## src/gnd_pkg.sv

```systemverilog
package gnd_pkg;

  localparam logic KIND_LOAD = 1'b0;
  localparam logic KIND_EVAL = 1'b1;

  localparam logic [1:0] CFG_GRID_SCALE = 2'd0;
  localparam logic [1:0] CFG_INV_SCALE  = 2'd1;

  localparam logic [3:0]  GRID_SCALE_RST = 4'd2;
  localparam logic [16:0] INV_SCALE_RST  = 17'd32768;

  localparam logic [16:0] HALF_Q17 = 17'd65536;
  localparam logic signed [17:0] ONE_Q17 = 18'sd131072;
  localparam logic signed [17:0] OUT_MAX = 18'sd131071;
  localparam logic signed [17:0] OUT_MIN = -18'sd131072;

  typedef struct packed {
    logic               is_eval;
    logic               load_ok;
    logic signed [23:0] x_coord;
    logic signed [23:0] y_coord;
    logic [3:0]         grid_col;
    logic [3:0]         grid_row;
    logic signed [15:0] grad_x;
    logic signed [15:0] grad_y;
  } item_t;

endpackage

```

## src/gnd_front.sv

```systemverilog
module gnd_front import gnd_pkg::*; #(
  parameter int MAX_SCALE = 15
) (
  input  logic               clk,
  input  logic               rst_n,
  input  logic               start,
  output logic               busy,
  input  logic               in_kind,
  input  logic signed [23:0] in_x_coord,
  input  logic signed [23:0] in_y_coord,
  input  logic [3:0]         in_grid_col,
  input  logic [3:0]         in_grid_row,
  input  logic signed [15:0] in_grad_x,
  input  logic signed [15:0] in_grad_y,
  output logic               pop_valid,
  output item_t              pop_item
);

  item_t       slot_r [2];
  logic        wr_ptr_r, wr_ptr_nxt;
  logic        rd_ptr_r, rd_ptr_nxt;
  logic [1:0]  count_r, count_nxt;
  logic        push;
  item_t       new_item;

  assign busy      = (count_r == 2'd2);
  assign push      = start && !busy;
  assign pop_valid = (count_r != 2'd0);
  assign pop_item  = slot_r[rd_ptr_r];

  always_comb begin
    new_item.is_eval  = (in_kind == KIND_EVAL);
    // Loads aimed outside the grid are dropped here.
    new_item.load_ok  = (in_kind == KIND_LOAD) && (int'(in_grid_col) <= MAX_SCALE)
                        && (int'(in_grid_row) <= MAX_SCALE);
    new_item.x_coord  = in_x_coord;
    new_item.y_coord  = in_y_coord;
    new_item.grid_col = in_grid_col;
    new_item.grid_row = in_grid_row;
    new_item.grad_x   = in_grad_x;
    new_item.grad_y   = in_grad_y;
  end

  always_comb begin
    wr_ptr_nxt = push ? ~wr_ptr_r : wr_ptr_r;
    rd_ptr_nxt = pop_valid ? ~rd_ptr_r : rd_ptr_r;
    count_nxt  = count_r + {1'b0, push} - {1'b0, pop_valid};
  end

  always_ff @(posedge clk) begin
    if (!rst_n) begin
      wr_ptr_r <= 1'b0;
      rd_ptr_r <= 1'b0;
      count_r  <= 2'd0;
    end else begin
      wr_ptr_r <= wr_ptr_nxt;
      rd_ptr_r <= rd_ptr_nxt;
      count_r  <= count_nxt;
    end
  end

  always_ff @(posedge clk) begin
    if (push) begin
      slot_r[wr_ptr_r] <= new_item;
    end
  end

endmodule

```

## config.mk

```make
export PLATFORM = sky130hd
export DESIGN_NAME = gnd_front
export DESIGN_NICKNAME = d
export VERILOG_FILES = /design/src/gnd_pkg.sv /design/src/gnd_front.sv
export SDC_FILE = /design/constraint.sdc
export NUM_CORES = 1
export LEC_CHECK = 0
export ABC_AREA = 1
export BUFFER_PORTS_ARGS = -buffer_cell sky130_fd_sc_hd__buf_2
export CAP_MARGIN = 20
export CORE_ASPECT_RATIO = 0.8
export CORE_MARGIN = 2
export CORE_UTILIZATION = 53
export CTS_CLUSTER_SIZE = 16
export DETAILED_ROUTE_END_ITERATION = 8
export GPL_TIMING_DRIVEN = 0
export PLACE_DENSITY_LB_ADDON = 0.25
export SLEW_MARGIN = 20
export SYNTH_ARGS = -nofsm -noshare
export SYNTH_HDL_FRONTEND = slang
export SYNTH_SLANG_ARGS = --single-unit
```

## constraint.sdc

```tcl
create_clock -name clk -period 6.3 [get_ports clk]
set_input_delay 1.26 -clock clk [delete_from_list [all_inputs] [get_ports clk]]
set_output_delay 1.26 -clock clk [all_outputs]
set_load 0.03 [all_outputs]
```

==> results.sh <==
export IMPL_drt_iter0_markers=156
export IMPL_crit_family="buffers and inverters"
export IMPL_numClockSinks=185
export IMPL_layout_area_seq_mm2=0.00551
export IMPL_skew_ns=0.00963
export IMPL_tns_ns=0
export IMPL_drt_pass1_iter_count=6
export IMPL_hold_slack_ns=0.487
export IMPL_nNetsFinal=604
export IMPL_ant_nets=0
export IMPL_antenna_found_initial=3
export IMPL_power_density_mw_per_mm2=318
export IMPL_hold_viol_final=0
export IMPL_gr_total_overflow=0
export IMPL_wirelength_um=11800
export IMPL_clock_latency_ns=0.41
export IMPL_drive_above_1_share_pct=60.4
export IMPL_synth_top_area_cell="edfxtp_1"
export IMPL_cts_root_buf="clkbuf_16"
export IMPL_final_common_cell="buf_2"
export IMPL_met3_length_um=1010
export IMPL_drc_errors=0
export IMPL_layout_common_cells="buf_2 (183), edfxtp_1 (180), mux2_4 (90), clkbuf_16 (17), buf_12 (11)"
export IMPL_vias=3455
export IMPL_yosysWarnings=0
export IMPL_synth_cell_type_count=13
export IMPL_slowest_stage="dfxtp_1"
export IMPL_seq_area_frac_synth_pct=77.2
export IMPL_critPathLaunchType="register"
export IMPL_placed_cells=668
export IMPL_r2r_start="count_r[0]"
export IMPL_critical_path_arrival_ns=1.66
export IMPL_layoutNonFillerInstCount=701
export IMPL_ys_top_cells_by_area="edfxtp_1 (76%), mux2_4 (19%), buf_12 (2.5%)"
export IMPL_setup_viol=0
export IMPL_clockBufferDepth=2
export IMPL_critical_path_cell_chain="buf_6 > buf_12 > mux2_4 > buf_2"
export IMPL_routed_wl_met2_um=5870
export IMPL_postCtsHoldBufs=0
export IMPL_syn_inst=306
export IMPL_utilization_pct=68.9
export IMPL_ys_ff_latch=185
export IMPL_syn2layout_area_growth_pct=25.6
export IMPL_wl_met1_um=4670
export IMPL_syn_nets=398
export IMPL_cts_tree="done"
export IMPL_slowest_delay_ns=0.32
export IMPL_avgSynthCellArea_um2=23.3
export IMPL_gp_congestion=0.728
export IMPL_vias_per_cell=4.93
export IMPL_worst_setup_path_type="register to output pin"
export IMPL_p_total_mw=2.85
export IMPL_peakVddDrop_mv=0.236
export IMPL_hold_start="count_r[1]"
export IMPL_cts_made_buffers=17
export IMPL_grt_pass1_vias=3608
export IMPL_dp_hpwl_um=8000
export IMPL_hold_path_class="register to register"
export IMPL_worst_pin_slew_ns=0.732
export IMPL_core_region_area_mm2=0.0130
export IMPL_crit_required_ns=5.04
export IMPL_leakagePower_nw=3.58
export IMPL_syn_cell_area_mm2=0.00714
export IMPL_grt_max_degree=55
export IMPL_routed_top_layer="met5"
export IMPL_chipWidth_um=134
export IMPL_start_util_pct=54.9
export IMPL_htree_levels=4
export IMPL_fillCellCount=878
export IMPL_cts_resized=0
export IMPL_fmax_mhz=342
export IMPL_clk_pin_slew_ns=0.06
export IMPL_gr_usage_all_layers_pct=16.9
export IMPL_cp_num_buf_inv=3
export IMPL_endpoint_kind="output pin"
export IMPL_cts_setup_buffers=0
export IMPL_grt_first_pass_wirelength_um=18000
export IMPL_relSlewSlack_pct=51.1
export IMPL_synth_top_area_share_pct=75.7
export IMPL_period_minus_slack_ns=2.92
export IMPL_cap_violations=0
export IMPL_die_area_mm2=0.0144
export IMPL_crit_fanout=10
export IMPL_die_y_um=108
export IMPL_multi_input_area_mm2=0.00142
export IMPL_status="finished clean"
export IMPL_rows=37
export IMPL_io_pins=184
export IMPL_min_period_over_period_pct=46.4
export IMPL_placement_io_buffers=183
export IMPL_wl_per_cell_um=16.8
export IMPL_grt_setup_unrepaired="no"
export IMPL_slew_violations=0
-- routing by layer --
layer  vias up  track usage (%)
met1      1691             19.4
met3        17             7.91
met5         -                0
li1       1614                -
met2       129             27.9
met4         4             6.38
-- final timing paths --
check / to / slack, ns / depth (start not counted)
worst max-delay path: pop_item[89] / 3.38 / 4
worst min-delay path: count_r[1] / 0.49 / 2
worst max register to register: slot_r[0][76] / 4.34 / 6
worst min register to register: count_r[1] / 0.49 / 2
-- power breakdown --
group	switching (mW)	leakage (nW)	internal, mW
registers	0.0159	1.73	1.42
clock network	0.416	0.282	0.618
logic	0.215	1.57	0.158
-- synth_stat cells --
| master | number |
|---|---|
| mux2_4 | 90 |
| nand3_1 | 1 |
| a21oi_1 | 1 |
| inv_1 | 6 |
| dfxtp_1 | 5 |
| buf_6 | 1 |
| o21a_1 | 1 |
| nor2_1 | 6 |
| edfxtp_1 | 180 |
| nand2_1 | 4 |
| o21ai_0 | 1 |
| nor3_1 | 1 |
| buf_12 | 9 |
-- cell type report --
class / count / share of cell area, %
diodes: 1 / 0.0279
plain buffers: 10 / 2.14
clock buffers: 18 / 4.79
clock inverters: 14 / 1.72
inverters: 6 / 0.307
multi-input cells: 105 / 15.9
flip-flops and latches: 185 / 61.4
well taps: 175 / 2.44
repair buffers: 187 / 11.3
-- worst min-delay path, stage by stage, from the launching register on --
cell and delay, ns:
dfxtp_1 0.32, inv_1 0.07, nor3_1 0.05
-- per-stage QoR --
step | area, um^2 | setup slack [ns]
finish | 8960 | 3.38
global route | 8960 | 3.30
CTS | 8960 | 3.34
detailed placement | 8380 | 3.47
global placement | 8270 | -1.45
floorplan | 7140 | 0.679
-- sequential cells by signal (all words and copies together) (netlist names), named ones only --
name	flops
count_r	2
rd_ptr_r	1
slot_r	180
wr_ptr_r	1
-- cell families after synthesis --
logic type / Yosys count / share of synthesized area (%)
muxes: 90 / 18.9
AOI/OAI and AO/OA: 3 / 0.245
buffers and inverters: 16 / 3.00
and+or+nand+nor: 12 / 0.666
DFF: 185 / 77.2
Power figures use the tool's default switching activity.
